## config.mk

```make
export PLATFORM = sky130hd
export DESIGN_NAME = capacity_round_robin_host_select
export DESIGN_NICKNAME = d
export VERILOG_FILES = /design/src/sv/crrhs_pkg.sv /design/src/sv/capacity_round_robin_host_select.sv /design/src/sv/crrhs_ctrl.sv /design/src/sv/crrhs_dp.sv
export SDC_FILE = /design/constraint.sdc
export NUM_CORES = 1
export LEC_CHECK = 0
export BUFFER_PORTS_ARGS = -buffer_cell sky130_fd_sc_hd__buf_2
export CAP_MARGIN = 0
export CORE_MARGIN = 2
export CORE_UTILIZATION = 66
export DETAILED_ROUTE_END_ITERATION = 7
export PLACE_DENSITY = 0.86
export SYNTH_ARGS = -nofsm -noshare
export SYNTH_HDL_FRONTEND = slang
export SYNTH_SLANG_ARGS = --single-unit
```

## constraint.sdc

```tcl
create_clock -name clk -period 16.95 [get_ports clk]
set_clock_uncertainty 0.1 [all_clocks]
set_input_delay 3.39 -clock clk [delete_from_list [all_inputs] [get_ports clk]]
set_output_delay 3.39 -clock clk [all_outputs]
set_load 0.02 [all_outputs]
```

## src/sv/crrhs_pkg.sv

```systemverilog
// ----------------------------------------------------------------------------
// crrhs_pkg
// Shared types and constants of the round-robin host selector.
// ----------------------------------------------------------------------------
package crrhs_pkg;

	localparam int HOST_W     = 3;
	localparam int CNT_W      = 8;
	localparam int TYPE_W     = 4;
	localparam int HCNT_W     = 4;
	localparam int CFG_ADDR_W = 3;
	localparam int CFG_DATA_W = 64;
	localparam int IN_W       = 24;
	localparam int OUT_W      = 16;

	typedef enum logic [1:0] {
		OP_REQUEST = 2'd0,
		OP_INC     = 2'd1,
		OP_DEC     = 2'd2,
		OP_NOP     = 2'd3
	} op_t;

	typedef enum logic [CFG_ADDR_W-1:0] {
		CFG_HOST_COUNT = 3'd0,
		CFG_HOST_LIMITS = 3'd1,
		CFG_CAPS_LOW   = 3'd2,
		CFG_CAPS_HIGH  = 3'd3,
		CFG_ACCEPT_ALL = 3'd4
	} cfg_idx_t;

	// one input item
	typedef struct packed {
		logic [HOST_W-1:0] target_host;
		logic              any_agent;
		logic [TYPE_W-1:0] agent_type;
		logic [CNT_W-1:0]  slots_needed;
		op_t               opcode;
	} item_t;

	// one result item
	typedef struct packed {
		logic              load_clamped;
		logic [CNT_W-1:0]  load_now;
		logic [HOST_W-1:0] chosen_host;
		logic              found;
	} result_t;

	// what the staging register takes this cycle
	typedef enum logic [1:0] {
		STG_HOLD,
		STG_FOUND,
		STG_ZERO,
		STG_LOAD
	} stage_t;

	typedef struct packed {
		logic   capture;
		logic   scan_next;
		logic   rotate;
		logic   load_upd;
		stage_t stage;
		logic   publish;
	} cmd_t;

	typedef struct packed {
		op_t  op;
		logic fit;
		logic last_pos;
	} stat_t;

endpackage

```

## src/sv/capacity_round_robin_host_select.sv

```systemverilog
// ----------------------------------------------------------------------------
// capacity_round_robin_host_select
// Round-robin first-fit host selection with per-host load counts.
// ----------------------------------------------------------------------------
// Input stream s_*: one item per transfer (request, increase or decrease load).
// Output stream m_*: exactly one result per input item, in order.
// Configuration: write cfg_wdata to register cfg_addr while cfg_we is high,
// only while the block is idle.
// An accepted item is captured, then decoded: load items apply their saturating
// change and stage their result, while a request scans the service order one
// position per cycle until a host fits or the last position has been tried.
// The unused opcode stages an empty result. The next item is accepted once
// the result has moved to the output register, even if the receiver has not
// taken it yet.
// When m_tready is low the result holds in the output register and the
// block stalls after staging the following result.
// Reset restores the identity service order, clears all running counts,
// clears the configuration and sets every host to accept all agent types.
// ----------------------------------------------------------------------------
module capacity_round_robin_host_select import crrhs_pkg::*; #(
	parameter int MAX_HOSTS   = 8,
	parameter int AGENT_TYPES = 16
) (
	input  logic                  clk,
	input  logic                  arst_n,
	input  logic                  cfg_we,
	input  logic [CFG_ADDR_W-1:0] cfg_addr,
	input  logic [CFG_DATA_W-1:0] cfg_wdata,
	input  logic                  s_tvalid,
	output logic                  s_tready,
	// opcode[1:0], slots_needed[9:2], agent_type[13:10], any_agent[14],
	// target_host[17:15], zero fill above
	input  logic [IN_W-1:0]       s_tdata,
	output logic                  m_tvalid,
	input  logic                  m_tready,
	// found[0], chosen_host[3:1], load_now[11:4], load_clamped[12], zero fill above
	output logic [OUT_W-1:0]      m_tdata
);

	item_t   item;
	result_t result;
	cmd_t    cmd;
	stat_t   stat;

	assign item.opcode       = op_t'(s_tdata[1:0]);
	assign item.slots_needed = s_tdata[9:2];
	assign item.agent_type   = s_tdata[13:10];
	assign item.any_agent    = s_tdata[14];
	assign item.target_host  = s_tdata[17:15];

	assign m_tdata = {{(OUT_W - $bits(result_t)){1'b0}}, result};

	crrhs_ctrl u_ctrl (
		.clk      (clk),
		.arst_n   (arst_n),
		.s_tvalid (s_tvalid),
		.s_tready (s_tready),
		.m_tvalid (m_tvalid),
		.m_tready (m_tready),
		.stat     (stat),
		.cmd      (cmd)
	);

	crrhs_dp #(
		.MAX_HOSTS   (MAX_HOSTS),
		.AGENT_TYPES (AGENT_TYPES)
	) u_dp (
		.clk       (clk),
		.arst_n    (arst_n),
		.cfg_we    (cfg_we),
		.cfg_addr  (cfg_addr),
		.cfg_wdata (cfg_wdata),
		.item      (item),
		.cmd       (cmd),
		.stat      (stat),
		.result    (result)
	);

endmodule

```

## src/sv/crrhs_ctrl.sv

```systemverilog
// ----------------------------------------------------------------------------
// crrhs_ctrl
// Controller: sequences capture, scan, load update and result hand-off.
// ----------------------------------------------------------------------------
module crrhs_ctrl import crrhs_pkg::*; (
	input  logic  clk,
	input  logic  arst_n,
	input  logic  s_tvalid,
	output logic  s_tready,
	output logic  m_tvalid,
	input  logic  m_tready,
	input  stat_t stat,
	output cmd_t  cmd
);

	typedef enum logic [1:0] {
		ST_IDLE,
		ST_SCAN,
		ST_LOAD,
		ST_RESULT
	} state_t;

	state_t state_q;
	logic   out_valid_q;
	logic   out_free;

	assign s_tready = (state_q == ST_IDLE);
	assign m_tvalid = out_valid_q;
	assign out_free = !out_valid_q || m_tready;

	always_comb begin
		cmd = '0;
		cmd.stage = STG_HOLD;
		unique case (state_q)
			ST_IDLE: begin
				cmd.capture = s_tvalid;
			end
			ST_SCAN: begin
				if (stat.fit) begin
					cmd.rotate = 1'b1;
					cmd.stage  = STG_FOUND;
				end else if (stat.last_pos) begin
					cmd.stage = STG_ZERO;
				end else begin
					cmd.scan_next = 1'b1;
				end
			end
			ST_LOAD: begin
				// requests only pass through on their way to the scan
				if (stat.op == OP_NOP) begin
					cmd.stage = STG_ZERO;
				end else if (stat.op != OP_REQUEST) begin
					cmd.load_upd = 1'b1;
					cmd.stage    = STG_LOAD;
				end
			end
			ST_RESULT: begin
				cmd.publish = out_free;
			end
			default: begin
				cmd = '0;
			end
		endcase
	end

	always_ff @(posedge clk or negedge arst_n) begin
		if (!arst_n) begin
			state_q     <= ST_IDLE;
			out_valid_q <= 1'b0;
		end else begin
			if (cmd.publish) begin
				out_valid_q <= 1'b1;
			end else if (m_tready) begin
				out_valid_q <= 1'b0;
			end
			unique case (state_q)
				ST_IDLE: begin
					if (s_tvalid) begin
						// opcode is read after capture, so branch in the next state
						state_q <= ST_LOAD;
					end
				end
				ST_LOAD: begin
					// requests leave the load state at once for the scan
					if (stat.op == OP_REQUEST) begin
						state_q <= ST_SCAN;
					end else begin
						state_q <= ST_RESULT;
					end
				end
				ST_SCAN: begin
					if (stat.fit || stat.last_pos) begin
						state_q <= ST_RESULT;
					end
				end
				ST_RESULT: begin
					if (out_free) begin
						state_q <= ST_IDLE;
					end
				end
				default: begin
					state_q <= ST_IDLE;
				end
			endcase
		end
	end

endmodule

```

## src/sv/crrhs_dp.sv

```systemverilog
// ----------------------------------------------------------------------------
// crrhs_dp
// Datapath: configuration, service order, running counts, scan and results.
// ----------------------------------------------------------------------------
module crrhs_dp import crrhs_pkg::*; #(
	parameter int MAX_HOSTS   = 8,
	parameter int AGENT_TYPES = 16
) (
	input  logic                  clk,
	input  logic                  arst_n,
	input  logic                  cfg_we,
	input  logic [CFG_ADDR_W-1:0] cfg_addr,
	input  logic [CFG_DATA_W-1:0] cfg_wdata,
	input  item_t                 item,
	input  cmd_t                  cmd,
	output stat_t                 stat,
	output result_t               result
);

	localparam int PW = (MAX_HOSTS > 1) ? $clog2(MAX_HOSTS) : 1;

	logic [HCNT_W-1:0]     host_count_q;
	logic [63:0]           host_limits_q;
	logic [63:0]           caps_low_q;
	logic [63:0]           caps_high_q;
	logic [7:0]            accept_all_q;

	item_t                 item_q;
	logic [PW-1:0]         pos_q;
	logic [HOST_W-1:0]     order_q [MAX_HOSTS];
	logic [CNT_W-1:0]      running_q [MAX_HOSTS];
	result_t               stage_q;
	result_t               out_q;

	logic [HCNT_W-1:0]     n_hosts;
	logic [HOST_W-1:0]     scan_host;
	logic [HOST_W-1:0]     rd_host;
	logic [CNT_W-1:0]      cur_cnt;
	logic [CNT_W-1:0]      limit;
	logic [15:0]           type_mask;
	logic [63:0]           caps_word;
	logic                  host_used;
	logic                  room_ok;
	logic                  type_ok;
	logic                  tgt_ok;
	logic                  sat;
	logic [CNT_W-1:0]      nxt_cnt;

	assign n_hosts = (host_count_q > HCNT_W'(MAX_HOSTS)) ? HCNT_W'(MAX_HOSTS) : host_count_q;

	assign scan_host = order_q[pos_q];
	assign rd_host   = (item_q.opcode == OP_REQUEST) ? scan_host : item_q.target_host;
	assign cur_cnt   = running_q[rd_host[PW-1:0]];

	// fit test of the host at the current scan position
	assign host_used = ({1'b0, scan_host} < n_hosts);
	assign limit     = host_limits_q[scan_host*CNT_W +: CNT_W];
	assign room_ok   = ({1'b0, limit} >= ({1'b0, cur_cnt} + {1'b0, item_q.slots_needed}));
	assign caps_word = scan_host[2] ? caps_high_q : caps_low_q;
	assign type_mask = caps_word[scan_host[1:0]*16 +: 16];
	assign type_ok   = item_q.any_agent || accept_all_q[scan_host] ||
		(({1'b0, item_q.agent_type} < 5'(AGENT_TYPES)) && type_mask[item_q.agent_type]);

	assign stat.op       = item_q.opcode;
	assign stat.fit      = host_used && room_ok && type_ok;
	assign stat.last_pos = (pos_q == PW'(MAX_HOSTS - 1));

	// saturating load change on the target host
	assign tgt_ok = ({1'b0, item_q.target_host} < n_hosts);
	always_comb begin
		if (item_q.opcode == OP_INC) begin
			sat     = (cur_cnt == {CNT_W{1'b1}});
			nxt_cnt = sat ? cur_cnt : cur_cnt + CNT_W'(1);
		end else begin
			sat     = (cur_cnt == '0);
			nxt_cnt = sat ? cur_cnt : cur_cnt - CNT_W'(1);
		end
	end

	assign result = out_q;

	always_ff @(posedge clk or negedge arst_n) begin
		if (!arst_n) begin
			host_count_q  <= '0;
			host_limits_q <= '0;
			caps_low_q    <= '0;
			caps_high_q   <= '0;
			accept_all_q  <= 8'hFF;
		end else if (cfg_we) begin
			unique case (cfg_addr)
				CFG_HOST_COUNT:  host_count_q  <= cfg_wdata[HCNT_W-1:0];
				CFG_HOST_LIMITS: host_limits_q <= cfg_wdata;
				CFG_CAPS_LOW:    caps_low_q    <= cfg_wdata;
				CFG_CAPS_HIGH:   caps_high_q   <= cfg_wdata;
				CFG_ACCEPT_ALL:  accept_all_q  <= cfg_wdata[7:0];
				default: begin
				end
			endcase
		end
	end

	always_ff @(posedge clk or negedge arst_n) begin
		if (!arst_n) begin
			pos_q <= '0;
			for (int i = 0; i < MAX_HOSTS; i++) begin
				order_q[i]   <= HOST_W'(i);
				running_q[i] <= '0;
			end
		end else begin
			if (cmd.capture) begin
				pos_q <= '0;
			end else if (cmd.scan_next) begin
				pos_q <= pos_q + PW'(1);
			end
			// drop the chosen host out of its place and append it at the back
			if (cmd.rotate) begin
				for (int i = 0; i < MAX_HOSTS - 1; i++) begin
					if (PW'(i) >= pos_q) begin
						order_q[i] <= order_q[i + 1];
					end
				end
				order_q[MAX_HOSTS - 1] <= scan_host;
			end
			if (cmd.load_upd && tgt_ok && !sat) begin
				running_q[item_q.target_host[PW-1:0]] <= nxt_cnt;
			end
		end
	end

	always_ff @(posedge clk) begin
		if (cmd.capture) begin
			item_q <= item;
		end
		unique case (cmd.stage)
			STG_HOLD: begin
			end
			STG_FOUND: begin
				stage_q.found        <= 1'b1;
				stage_q.chosen_host  <= scan_host;
				stage_q.load_now     <= cur_cnt;
				stage_q.load_clamped <= 1'b0;
			end
			STG_ZERO: begin
				stage_q <= '0;
			end
			STG_LOAD: begin
				stage_q.found        <= tgt_ok;
				stage_q.chosen_host  <= item_q.target_host;
				stage_q.load_now     <= tgt_ok ? nxt_cnt : '0;
				stage_q.load_clamped <= tgt_ok && sat;
			end
			default: begin
			end
		endcase
		if (cmd.publish) begin
			out_q <= stage_q;
		end
	end

endmodule

```

==> impl_metrics.toml <==
[synth]
synth.most_common_cell = "dfrtp_1"
synth.avg_cell_area_um2 = 12.8
synth-edff-count = 44
syn_inst = 1357
yosysWarnings = 0
synth_flop_cell = "dfrtp_1"
synth.distinct_cells = 88
ys_seq_area_frac = 0.507
async_flop_share = 0.871
yosysTopAreaCell = "dfrtp_1"
ys_ff_latch = 342
synth_area_um2 = 17400
ys_top_cells_by_area = "dfrtp_1 (40%), mux2_2 (17%), edfxtp_1 (7.6%)"
synth.top_cells.by_count = "dfrtp_1 (278), mux2_2 (257), nand2_1 (144)"
synth_top_area_share = 0.400

[cts]
insertion_delay_ps = 520
cts_tree = "done"
path_clk_slew_ps = 60
cts.sinks = 342
cts_buffer_depth = 3
cts_hold_buffers = 0
numCtsBuffers = 36
cts_setup_buffers = 0
cts_htree_levels = 2
cts_resized = 0
cts_root_buffer = "clkbuf_16"

[final_layout]
final_area_um2 = 19200
nets = 1574
syn2layout_area_growth_pct = 10.6
fin_cells = 1808
drive_above_1_share = 0.356

[route]
via_per_inst = 6.51
route.detailed.drc = 0
wire_per_inst_um = 23.0
dr.pass1.iters = 7
drtIter0Drc = 1055
routed_wl_um = 41600
ant_nets = 0
vias = 11800

[global_routing]
grt.total_usage = 0.304
grt_pass1_wl_um = 66300
antenna_found_initial = 5
overflow = 0
grt_start_max_net_pins = 196
grt_pass1_vias = 12100

[hold_path]
hp-class = "reg -> reg"

[critical_path]
crit_path_end_kind = "flop"
critPathKind = "reg -> reg"
crit_family = "simple AND/OR/NAND/NOR gates"
crit_path_frequent_cell = "a21o_1"
slowest_delay_ps = 890
cp.required_ps = 17240
slowest_stage = "dfrtp_1"
critical_path_arrival_ps = 8350
cp_max_fo = 41
critPathBufInv = 2
crit_chain = "nor2b_1 > a22oi_1 > nand2b_1 > buf_4 > inv_2 > mux2_4 > mux2_2 > mux2_2 > ha_1 > a21o_1 > a21o_1 > a21o_1 > a21oi_1 > o21bai_1 > a21oi_1 > xor2_1 > ha_1 > o21ai_0 > a221o_1 > nor3_1 > nand3_2 > or3_4 > mux2_4"
r2r_setup_slack_ps = 8890
start_kind = "flop"

[timing]
tightest_slew_ps = 1210
finalHoldViolCount = 0
fin_tns_setup_ps = 0
grt_setup_unrepaired = "false"
slew_viol_final = 0
final.min_clock_period_ps = 8060
fmax_ghz = 0.124
timing.final.setup_violations = 0
period_share = 0.475
max_slew_margin = 0.191

[power]
power_density_nw_per_um2 = 153
p_leak_uw = 0.00865
ir_worst_vdd_mv = 0.168
power.total_uw = 2950

[die]
core_um2 = 26000
start_util = 0.669
ios = 114
die_area_um2 = 27600
die_h_um = 166
num_rows = 59
die_x_um = 166

[placed_design]
io_buffers = 104
gp_congestion = 0.919
dp_hpwl_um = 26300
placed_cell_area_um2 = 18000
dp.cells = 1739

[status]
status = "finished, final reports clean"

[flow_run]
cap_viol_max_count = 0
## layout make-up
cell class | instances | area [um2]
timing repair buffer | 112 | 603
fill | 1645 | 6770
inverter | 32 | 120
sequential | 342 | 8800
tap | 335 | 419
clock inverter | 12 | 126
antenna | 4 | 10.0
clock buffer | 53 | 1020
multi-input combinational | 918 | 8100
## final timing paths
check,start,to,cells past startpoint
max,u_dp.pos_q[2]$_DFFE_PN0P_,u_dp.order_q[23]$_DFFE_PN0P_,23
min,u_dp.stage_q[4]$_DFFE_PP_,u_dp.result[4]$_DFFE_PP_,0
max reg2reg,u_dp.pos_q[2]$_DFFE_PN0P_,u_dp.order_q[23]$_DFFE_PN0P_,23
min reg2reg,u_dp.stage_q[4]$_DFFE_PP_,u_dp.result[4]$_DFFE_PP_,0
max in group asynchronous,arst_n,u_dp.running_q[16]$_DFFE_PN0P_,2
min in group asynchronous,arst_n,u_dp.running_q[8]$_DFFE_PN0P_,1
## layout by cell type (no fill, tap or decap), drive strengths merged, types with 8 or more instances in the layout
cell type  netlist  routed
dfrtp          278     278
nor3            17      17
inv             32      33
a22o            15      15
nor4             9       9
nor2            34      34
a211oi          11      11
a21o             8       8
nand3           61      61
a21oi           25      25
nand2          145     145
a31oi           14      14
nor2b            9       9
clkbuf          37      53
mux2i           72      72
mux2           307     307
edfxtp          44      44
dfstp           20      20
xnor2           10      10
nand2b           9       9
mux4            14      14
buf             30     112
ha              35      35
o21ai           29      29
## flip-flops by register name, indices dropped and copies added, names as in the netlist, 8 cells and up
signal              flops
u_dp.caps_low_q        64
u_dp.item_q            16
u_dp.order_q           24
u_dp.host_limits_q     64
u_dp.stage_q           13
u_dp.caps_high_q       64
u_dp.running_q         64
u_dp.result            13
u_dp.accept_all_q       8
## through the flow
step	util	setup slack [ps]	hold WS [ps]
floorplan	-	10890	300
global placement	0.695	9190	304
detailed placement	0.695	9020	305
CTS	0.739	9010	319
global route	0.739	8440	325
finish	0.739	8890	319
## cell families (layout without fill, tap and decap cells)
logic type / count (synthesis) / after routing / synth area share
fa+ha+maj: 36 / 36 / 0.0264
other cells: 1 / 7 / 0.000216
flops: 342 / 342 / 0.507
buf+inv: 99 / 209 / 0.0288
simple gates: 313 / 313 / 0.0930
xor+xnor: 13 / 13 / 0.00699
mux: 393 / 393 / 0.265
compound gates: 160 / 160 / 0.0734
## power by group
| part | switching, uW | internal, uW | leakage [uW] |
|---|---|---|---|
| clock | 321 | 451 | 0.000556 |
| sequential | 109 | 1020 | 0.00410 |
| combinational | 636 | 408 | 0.00399 |
## metal layers
| layer | global-route usage | vias up | wire length [um] |
|---|---|---|---|
| li1 | - | 5151 | - |
| met3 | 0.0591 | 127 | 3160 |
| met4 | 0.122 | 2 | 1660 |
| met1 | 0.398 | 5988 | 16400 |
| met2 | 0.504 | 506 | 20300 |
| met5 | 0 | - | 11 |
No activity file was read; power rests on OpenSTA's default activity.
